File: config.mk
export PLATFORM = sky130hd
export DESIGN_NAME = bcg_div_step
export DESIGN_NICKNAME = d
export VERILOG_FILES = /design/src/bcg_pkg.sv /design/src/bcg_div_step.sv
export SDC_FILE = /design/constraint.sdc
export NUM_CORES = 1
export LEC_CHECK = 0
export ABC_AREA = 1
export BUFFER_PORTS_ARGS = -buffer_cell sky130_fd_sc_hd__buf_2
export CAP_MARGIN = 20
export CORE_ASPECT_RATIO = 0.75
export CORE_MARGIN = 2
export CORE_UTILIZATION = 40
export DETAILED_ROUTE_END_ITERATION = 10
export PLACE_DENSITY_LB_ADDON = 0.1
export REMOVE_ABC_BUFFERS = 1
export SLEW_MARGIN = 5
export SYNTH_ARGS = -nofsm -noshare
export SYNTH_HDL_FRONTEND = slang
export SYNTH_SLANG_ARGS = --single-unit
File: constraint.sdc
create_clock -name clk -period 19.3 [get_ports clk]
set_input_delay 1.93 -clock clk [delete_from_list [all_inputs] [get_ports clk]]
set_output_delay 1.93 -clock clk [all_outputs]
set_load 0.005 [all_outputs]
File: src/bcg_pkg.sv
// ----------------------------------------------------------------------------
// bcg_pkg
// shared constants, register indexes and width helpers for the colour gradient
// ----------------------------------------------------------------------------
package bcg_pkg;

  localparam int MAX_DIM_DEF      = 4096;
  localparam int CHANNEL_BITS_DEF = 8;

  // fixed field widths
  localparam int PIX_W      = 12;
  localparam int DIM_W      = 13;
  localparam int IDX_W      = 3;
  localparam int IN_TDATA_W = 24;

  // register indexes
  localparam logic [IDX_W-1:0] REG_TOP_LEFT     = 3'd0;
  localparam logic [IDX_W-1:0] REG_TOP_RIGHT    = 3'd1;
  localparam logic [IDX_W-1:0] REG_BOTTOM_LEFT  = 3'd2;
  localparam logic [IDX_W-1:0] REG_BOTTOM_RIGHT = 3'd3;
  localparam logic [IDX_W-1:0] REG_FRAME_WIDTH  = 3'd4;
  localparam logic [IDX_W-1:0] REG_FRAME_HEIGHT = 3'd5;

  localparam logic [DIM_W-1:0] WIDTH_RST  = 13'd640;
  localparam logic [DIM_W-1:0] HEIGHT_RST = 13'd480;

  // bits needed for one axis denominator or position (at least 2, to hold the midpoint case)
  function automatic int ax_width(input int max_dim);
    int lim;
    int w;
    lim = (max_dim < (1 << DIM_W)) ? max_dim : (1 << DIM_W);
    w   = $clog2(lim);
    return (w < 2) ? 2 : w;
  endfunction

endpackage

File: src/bcg_div_step.sv
// ----------------------------------------------------------------------------
// bcg_div_step
// one restoring division step for all three channels, one quotient bit each
// ----------------------------------------------------------------------------
module bcg_div_step import bcg_pkg::*; #(
  parameter int MAX_DIM      = MAX_DIM_DEF,
  parameter int CHANNEL_BITS = CHANNEL_BITS_DEF,
  parameter int STEP         = 0,
  localparam int AXW  = ax_width(MAX_DIM),
  localparam int DENW = 2 * AXW,
  localparam int NUMW = CHANNEL_BITS + 2 * AXW,
  localparam int QW   = 3 * CHANNEL_BITS
) (
  input  logic              clk,
  input  logic              rst_n,
  input  logic              in_valid,
  output logic              in_ready,
  input  logic [3*NUMW-1:0] in_rem,
  input  logic [DENW-1:0]   in_den,
  input  logic [QW-1:0]     in_quo,
  output logic              out_valid,
  input  logic              out_ready,
  output logic [3*NUMW-1:0] out_rem,
  output logic [DENW-1:0]   out_den,
  output logic [QW-1:0]     out_quo
);

  logic              v_r;
  logic [3*NUMW-1:0] rem_r, rem_nxt;
  logic [DENW-1:0]   den_r;
  logic [QW-1:0]     quo_r, quo_nxt;
  logic [NUMW-1:0]   dsh;

  assign in_ready = !v_r || out_ready;
  assign dsh      = NUMW'(in_den) << STEP;

  // remainder entering this step is below twice the shifted divisor
  always_comb begin
    rem_nxt = in_rem;
    quo_nxt = in_quo;
    for (int k = 0; k < 3; k++) begin
      if (in_rem[k*NUMW +: NUMW] >= dsh) begin
        rem_nxt[k*NUMW +: NUMW]     = in_rem[k*NUMW +: NUMW] - dsh;
        quo_nxt[k*CHANNEL_BITS + STEP] = 1'b1;
      end
    end
  end

  always_ff @(posedge clk) begin
    if (!rst_n) begin
      v_r <= 1'b0;
    end else if (in_ready) begin
      v_r <= in_valid;
    end
  end

  always_ff @(posedge clk) begin
    if (in_ready && in_valid) begin
      rem_r <= rem_nxt;
      den_r <= in_den;
      quo_r <= quo_nxt;
    end
  end

  assign out_valid = v_r;
  assign out_rem   = rem_r;
  assign out_den   = den_r;
  assign out_quo   = quo_r;

endmodule

== After elaboration in Yosys (flattened, before gate mapping) ==
Index checks and enable logic that the tools add are counted.

* Output and inout port bits: 146
* Bits in registers: 145

* Reductions and logical operators: 3
* Order comparisons: 3
* Add/sub/neg operators: 3
* Multiplexer cells: 3

{| class="wikitable"
|+ Operators by type and width
! kind !! number
|-
| greater-or-equal comparator 32 x 24 -> 1 bit || 3
|-
| 2-to-1 mux 32 bit || 3
|-
| subtractor 32 x 24 -> 32 bit || 3
|-
| logical AND 1 bit || 1
|-
| zero test 1 bit || 1
|-
| logical OR 1 bit || 1
|}

== Depth between registers and ports, before layout ==
* Depth in word-level cells: 3
* Mapped depth: 14
* Mapped depth without buffers: 14

== Worst setup path after synthesis ==
Ideal clock, no wire load.

* Path type: input-to-reg
* Start point: input in_valid
* End point: register den_r[0] (netlist: out_den[0]) (enable)
* Required time: 18606 ps
* Library setup time: 694 ps
* Buffers on the path: 0
* Data arrival time: 8895 ps
* Setup slack: 9711 ps
* Cell stages on the path: 2
* Path through: inv_1 a21oi_1

* Longest elaborated chain between the ends: 1

{| class="wikitable"
|+ RTL lines
! element !! line !! text
|-
| from (decl) || bcg_div_step.sv:16 || <nowiki>input logic in_valid,</nowiki>
|-
| logical AND 1 bit || bcg_div_step.sv:58 || <nowiki>if (in_ready && in_valid) begin</nowiki>
|-
| to (signal assigned) || bcg_div_step.sv:60 || <nowiki>den_r <= in_den;</nowiki>
|-
| to (decl) || bcg_div_step.sv:30 || <nowiki>logic [DENW-1:0] den_r;</nowiki>
|}

Every way passes these cells.
A chain may end at the register's enable or synchronous reset.

== Final worst setup path ==
* Start point: input out_ready
* End point: output in_ready

* Longest elaborated chain between the ends: 1

{| class="wikitable"
|+ RTL lines
! element !! line !! text
|-
| from (decl) || bcg_div_step.sv:22 || <nowiki>input logic out_ready,</nowiki>
|-
| logical OR 1 bit || bcg_div_step.sv:34 || <nowiki>assign in_ready = !v_r || out_ready;</nowiki>
|-
| to (decl) || bcg_div_step.sv:17 || <nowiki>output logic in_ready,</nowiki>
|}

Every way passes these cells.

==> impl_metrics.ini <==
[outcome]
status = complete, no violations

[layout]
fin_nets = 2382
n_antenna_cell = 0
design_area_um2 = 14700
fillers = 3156
drive_gt1_frac = 0.174
synthToLayoutAreaGrowth_pct = 20.1
post-route-util = 0.488
finalNonFillerCells = 2571

[place]
placed_area_um2 = 14100
gp_congestion = 0.974
placed_cells = 2539
hpwl_um = 35800
preCtsSetupSlack_ns = 14.71
portBuffers = 293

[clock_tree]
tritoncts = yes
cts_sinks = 145
cts_buffers = 17
cts.clk_slew.worst_paths_ns = 0.08
postCtsSetupRepairBufs = 0
cts_resized = 0
clockRootBuffer = clkbuf_16
postCtsHoldBufs = 0
cts_buffer_depth = 2
clk_latency_ns = 0.45
h-tree-depth = 4

[route]
wire_per_inst_um = 16.7
antenna_left = 0
vias_per_cell = 4.76
vias = 12200
wl_um = 43000
drc = 0
drt-initial-drc-count = 1045
drt_pass1_iterations = 6

[die]
io_pins = 294
die_w_um = 206
coreArea_um2 = 30100
start_util = 0.406
dieHeight_um = 155
die_area_um2 = 32000
rows = 55

[hold_path]
hp-class = reg2reg

[timing]
max_slew.worst_pin.slew_ns = 0.981
slew_violations = 0
relSlewSlack = 0.346
whs_ns = 0.552
setup_viol = 0
setup_slack_ns = 15.04
min_period_ns = 4.26
setup_tns_ns = 0
rsz0062_at_grt = no
clock_skew_ns = 0.0116
min_period_over_period = 0.221
hold_viol = 0
fmax_ghz = 0.235

[yosys]
synth_commonest_cells = nand2_1, inv_1, edfxtp_1
yosysSeqAreaShare = 0.355
synthTopCellsByArea = edfxtp_1, nand2_1, inv_1
yosys_register_bits = 145
netlist_area_um2 = 12200
syn_area_per_cell_um2 = 6.58
synthArstFlopShare = 0
synth.most_common_cell = nand2_1
yosysTopAreaCell = edfxtp_1
synthCells = 1858
synth-edff-count = 144
synth_top_area_frac = 0.353
yosysWarnings = 0
ys_types = 33
synth_flop_cell = edfxtp_1

[worst_setup_path]
crit_required_ns = 17.37
path_buf_inv = 3
crit_family = buffers and inverters
cp_slowest_cell = buf_2
worst_path_largest_cell_delay_ns = 0.13
cp_max_fo = 2
crit_type = in2out
worstPathArrival_ns = 2.33
start_kind = input pin
crit_chain = buf_2, inv_1, nand2_1, buf_2
cpMostUsedCell = buf_2
endpoint_kind = output pin

[power_and_ir_drop]
power_density_nw_per_um2 = 70.7
p_leak_nw = 8.36
ir_drop_mv = 0.0647
p_total_mw = 1.04

[global_route]
grt_max_degree = 75
grt_pass1_wl_um = 64800
first_global_vias = 11200
antenna_found_initial = 0
grt-ovfl-total = 0
grt_usage = 0.270

[run]
max-cap-violations = 0
[kinds of logic (layout without fill, tap and decap cells)]
logic type                 count (synthesis)  in the layout  synth area share
DFF                                      145            145             0.355
AOI/OAI and AO/OA                         62             62            0.0305
adders and majority gates                 75             75            0.0786
xor gates and xnor gates                  48             48            0.0344
and+or+nand+nor                         1105           1105             0.365
buffers and inverters                    423            737             0.137
[power by group]
group | internal (mW) | leakage (nW) | total, mW | switching [mW]
combinational | 0.103 | 6.67 | 0.293 | 0.190
sequential | 0.387 | 1.39 | 0.396 | 0.00843
clock | 0.185 | 0.294 | 0.351 | 0.166
total | 0.675 | 8.36 | 1.04 | 0.365
[layout by cell type, fill, tap and decap left out, types with 3 or more instances in the layout]
cell         n
buf_4        4
nand2_2      5
nor3_1       9
o21ai_1      4
o21ai_0      7
edfxtp_1   144
clkinv_4     3
nor2_2       5
nand3b_1    12
clkbuf_16   17
nand4_1     12
nor2_1     119
nand2_1    833
buf_2      293
a21oi_1     33
inv_8        3
nand3_1     94
inv_6        5
a21oi_2     16
xnor2_1      3
fa_1         3
ha_1        72
inv_1      392
nor2_4       3
inv_2       13
xor2_1      45
[flip-flops by register name, summed over array words and instances (netlist names)]
signal / cells
out_den: 24
out_quo: 24
out_rem: 96
out_valid: 1
[worst paths after layout]
kind / from / end / slack [ns] / depth (start not counted)
hold / removal: out_valid / out_valid / 0.55 / 2
setup / recovery: out_ready / in_ready / 15.04 / 4
setup reg to reg: out_valid / out_quo[9] / 17.22 / 2
hold reg to reg: out_valid / out_valid / 0.55 / 2
[worst reg2reg max path: stages, from the launching register on]
cell	delay [ns]
dfxtp_1	0.35
a21oi_4	0.45
buf_4	0.86
[metal layers]
| metal | GRT usage | up-vias | part of all wire |
|---|---|---|---|
| met3 | 0.0469 | 39 | 0.075 |
| li1 | - | 6243 | - |
| met4 | 0.0595 | 0 | 0.015 |
| met5 | 0 | - | 0 |
| met1 | 0.413 | 5520 | 0.50 |
| met2 | 0.392 | 425 | 0.41 |
[layout make-up]
type                            instances  area, um2  share of cell area
Clock buffer                           17        425              0.0289
Multi-Input combinational cell       1290       6230               0.424
Timing Repair Buffer                  297       1500               0.102
Tap cell                              399        499              0.0340
Sequential cell                       145       4340               0.296
Inverter                              408       1530               0.104
Clock inverter                         15        171              0.0117
(Power assumes the default switching activity.)
